### config.mk
export PLATFORM = sky130hd
export DESIGN_NAME = cts_count_mem
export DESIGN_NICKNAME = d
export VERILOG_FILES = /design/src/sv/cts_pkg.sv /design/src/sv/cts_count_mem.sv
export SDC_FILE = /design/constraint.sdc
export NUM_CORES = 2
export LEC_CHECK = 0
export BUFFER_PORTS_ARGS = -buffer_cell sky130_fd_sc_hd__buf_2
export CELL_PAD_IN_SITES_DETAIL_PLACEMENT = 0
export CELL_PAD_IN_SITES_GLOBAL_PLACEMENT = 1
export CORE_MARGIN = 5
export CORE_UTILIZATION = 51
export CTS_CLUSTER_DIAMETER = 30
export DETAILED_ROUTE_END_ITERATION = 10
export PLACE_DENSITY = 0.87
export SLEW_MARGIN = 40
export SYNTH_ARGS = -nofsm -noshare
export SYNTH_HDL_FRONTEND = slang
export SYNTH_SLANG_ARGS = --single-unit
### constraint.sdc
create_clock -name clk -period 3 [get_ports clk]
set_input_delay 0.6 -clock clk [delete_from_list [all_inputs] [get_ports clk]]
set_output_delay 0.6 -clock clk [all_outputs]
set_load 0.02 [all_outputs]
### src/sv/cts_pkg.sv
// Shared types and constants for the cooldown task scheduler.
// No dependencies; imported by the scheduler top level.
`timescale 1ns / 1ps

package cts_pkg;

  localparam int ID_W = 8;
  localparam int CD_W = 8;

  localparam logic FUNC_ADD  = 1'b0;
  localparam logic FUNC_TICK = 1'b1;

  typedef enum logic [4:0] {
    S_IDLE  = 5'b00001,
    S_ADD   = 5'b00010,
    S_SCAN  = 5'b00100,
    S_DRAIN = 5'b01000,
    S_FIN   = 5'b10000
  } state_t;

  typedef struct packed {
    logic               en;
    logic [ID_W-1:0]    addr;
  } wr_ctl_t;

endpackage

### src/sv/cts_count_mem.sv
// Pending count memory: one write port, one registered read port.
// Per-entry valid flops make unwritten entries read as zero after reset.
// Depends on cts_pkg for the write control struct.
`timescale 1ns / 1ps

module cts_count_mem
  import cts_pkg::*;
#(
  parameter int DEPTH = 256,
  parameter int AW    = $clog2(DEPTH),
  parameter int DW    = 16
) (
  input  logic          clk,
  input  logic          rst,
  input  logic [AW-1:0] rd_addr,
  output logic [DW-1:0] rd_count,
  input  wr_ctl_t       wr_ctl,
  input  logic [DW-1:0] wr_data
);

  logic [DW-1:0]    mem [DEPTH];
  logic [DEPTH-1:0] vld;
  logic [DW-1:0]    rd_data;
  logic             rd_vld;
  logic [AW-1:0]    wa;

  assign wa = wr_ctl.addr[AW-1:0];

  always_ff @(posedge clk) begin
    if (wr_ctl.en) begin
      mem[wa] <= wr_data;
    end
    rd_data <= mem[rd_addr];
  end

  always_ff @(posedge clk) begin
    if (rst) begin
      vld    <= '0;
      rd_vld <= 1'b0;
    end else begin
      if (wr_ctl.en) begin
        vld[wa] <= 1'b1;
      end
      rd_vld <= vld[rd_addr];
    end
  end

  assign rd_count = rd_vld ? rd_data : '0;

endmodule

==> results.yml <==
min_path:
  min_to: "vld[169]"
  min_path_type: "in -> reg"
  hold_path.startpoint: "rst"
  holdPathStages: 2
clock_network:
  post_cts_buffers: 0
  cts_hold_buf: 0
  htreeDepth: 6
  cts_buffer_depth: 4
  root_buffer: "clkbuf_16"
  cts_tree: "built"
  clock-sinks: 4369
  clkTransAtPathRegs_ns: 0.06
  cts-buffers-inserted: 598
  clk_latency_ns: 0.96
layout:
  final_cell_area_sq_um: 202600
  regArea_sq_um: 128500
  instances_no_fill: 13752
  num-fill-cells: 19984
  multi_input_area_sq_um: 36390
  nets: 8900
  syn_to_final_growth_pct: 21.48
  layout-drive-gt1-share: 0.3587
synthesis:
  synth_most_common_cell: "edfxtp_1"
  synth-seq-area-share: 0.7704
  synth_area_leader_cell: "edfxtp_1"
  postSynthCellCount: 7602
  synthTopCellsByArea: "edfxtp_1 (74%), mux4_2 (16%), dfxtp_1 (3.3%)"
  synth_edf_count: 4096
  synth_cell_types: 52
  ys_seq_elements: 4369
  synth_common_cells: "edfxtp_1 (4096), mux4_2 (1171), nor2_1 (765)"
  avgSynthCellArea_sq_um: 21.93
  ys.flop_type: "edfxtp_1"
  mappedNetlistNets: 7637
  synth_area_sq_um: 166700
  synth.top_cell.area_share: 0.7377
  ys_warn_count: 0
  async_reset_ff_frac: 0
grt:
  grt-ovfl-total: 0
  grt_usage: 0.2933
  grt_pass1_wl_um: 707800
  antenna_found_initial: 57
  grt_max_degree: 104
  grt_pass1_vias: 94348
worst_setup_path:
  cp.arrival_ns: 3.84
  r2r.worst_path.cells: 7
  reg2reg_from: "mem[44][0]"
  crit_chain: "mux4_2 > mux4_2 > mux2i_1 > nor2_1 > a2111oi_1 > buf_4 > nor2_1"
  worstPathRequired_ns: 3.83
  worst_setup_path_start_kind: "flop"
  slowest_delay_ns: 0.86
  critical-path-slowest-cell: "a2111oi_1"
  crit_type: "reg -> reg"
  r2r_end: "rd_data[0]"
  path_max_fanout: 1
  reg2reg_setup_slack_ns: -0.002
  crit_path_end_kind: "flop"
timing:
  finalHoldViolCount: 0
  relSlewSlack: 0.3680
  rsz0062_at_grt: "false"
  slew_violations: 0
  timing.final.ws_setup_ns: -0.001799
  period_needed_ns: 3.002
  period_share: 1.001
  fmax_mhz: 333.1
  setup_violations: 1
  worst_pin_slew_ns: 0.9456
  finClkSkew_ns: 0.07999
pwr:
  p_seq_frac: 0.457
  power.switching_mw: 32.42
  p_int_mw: 114.2
  power_density_nw_per_um2: 723.8
  power_frac_comb: 0.047
  p_clk_frac: 0.496
  ir_drop_uv: 781.0
  swShare: 0.2211
  leakage_nw: 66.70
routing:
  drt_first_iter_violations: 16114
  viasPerCell: 6.694
  wl_per_cell_um: 36.42
  ant_nets: 0
  detail_route.wirelength_um: 500800
  firstDrtPassIters: 6
  route.detailed.drc: 0
  vias: 92057
die:
  placementRows: 210
  num_io_pins: 51
  dieWidth_um: 581.8
  die_h_um: 581.8
  start_util: 0.5109
  core_area_sq_um: 326300
  die_area_sq_um: 338500
status:
  status: "complete, but fails checks"
  violations: "negative setup slack"
placed_design:
  place_ws_ns: -0.7936
  placed_cells: 12606
  port_buffers: 50
  dp_hpwl_um: 282100
  place_area_sq_um: 181700
  place.gp.congestion: 0.9333
run:
  drv_cap: 0
registers in the layout, indices dropped and copies added, names as in the netlist:
| register | count |
|---|---|
| vld | 256 |
| rd_vld | 1 |
| rd_data | 16 |
| mem | 4096 |
layout make-up:
class | count | area share
clock buffers | 710 | 0.07941
flip-flops and latches | 4369 | 0.6342
inverters | 4 | 0.0001112
clock inverters | 385 | 0.02213
well taps | 4346 | 0.02685
diodes | 46 | 0.0005683
multi-input cells | 2801 | 0.1796
repair buffers | 1091 | 0.05709
through the flow:
step           total power [mW]  hold WS, ns  setup TNS [ns]  utilization
2_1_floorplan             71.20       0.4346               0            -
3_3_place_gp              74.48       0.4439          -12.19       0.5566
3_5_place_dp              74.69       0.4531          -9.920       0.5568
4_1_cts                   146.6      0.03193               0       0.6198
5_1_grt                   150.1      0.05548               0       0.6205
6_report                  146.6      0.06190       -0.001799       0.6207
placed cells by master (no fill, tap or decap), types with 16 or more instances in the layout:
master	netlist	layout
mux2i_1	329	328
diode_2	0	46
clkinv_1	1	42
a22oi_1	120	120
clkinv_8	0	16
clkinv_2	0	72
mux4_2	1171	1171
nand3_1	35	35
clkbuf_16	0	621
buf_4	66	780
buf_2	109	29
and2_1	20	20
o22ai_1	54	54
nand4_1	40	40
clkbuf_8	0	35
bufinv_16	0	66
o21ba_2	29	29
dfxtp_1	273	273
buf_12	0	253
nand2_1	56	56
nor2b_1	18	18
clkbuf_1	186	68
nor2_1	765	708
clkinv_4	0	42
clkinvlp_4	0	51
inv_6	0	76
nor2_2	0	57
edfxtp_1	4096	4096
worst max-delay path, delay by kind of cell (launching register included):
family | cells | cell delay, ns
flops | 1 | 0.40
buf+inv | 1 | 0.24
simple gates | 2 | 0.13
mux | 3 | 1.29
compound gates | 1 | 0.86
per-layer routing:
metal | global-route usage | wire length (um) | vias up
met1 | 0.3613 | 158300 | 47300
li1 | - | - | 34513
met2 | 0.4627 | 240000 | 8399
met5 | 0 | 91 | -
met4 | 0.1874 | 38390 | 14
met3 | 0.08040 | 64070 | 1831
cells by family (layout without fill, tap and decap cells):
| kind of cell | after synthesis | after routing | share of synthesized area |
|---|---|---|---|
| flops | 4369 | 4369 | 0.7704 |
| buf+inv | 432 | 2190 | 0.01266 |
| simple gates | 998 | 998 | 0.02510 |
| mux | 1506 | 1506 | 0.1783 |
| compound gates | 297 | 297 | 0.01348 |
| other cells | 0 | 46 | 0 |
worst max-delay path by stage:
stage	from	end	slack, ns	cells after the start
6_report	mem[44][0]	rd_data[0]	-0.002	7
3_3_place_gp	rd_addr[0]	rd_data[5]	-1.48	10
5_1_grt	rd_addr[0]	rd_data[13]	0.04	12
3_5_place_dp	rd_addr[0]	rd_data[9]	-0.79	10
2_1_floorplan	rd_addr[1]	rd_data[0]	0.02	8
4_1_cts	mem[14][9]	rd_data[9]	0.08	8
timing repair:
action,4_1_cts,5_1_grt
cloned,0,0
pin swaps,0,2
setup endpoints to repair,2,2
gates resized for setup,2,7
power groups by stage:
stage	logic [mW]	registers, mW	clock network, mW
2_1_floorplan	3.12	68.1	0
3_3_place_gp	6.28	68.2	0
3_5_place_dp	6.49	68.2	0
4_1_cts	6.69	67.0	73.0
5_1_grt	7.02	66.9	76.1
6_report	6.87	67.0	72.8
Power figures use the tool's default switching activity.
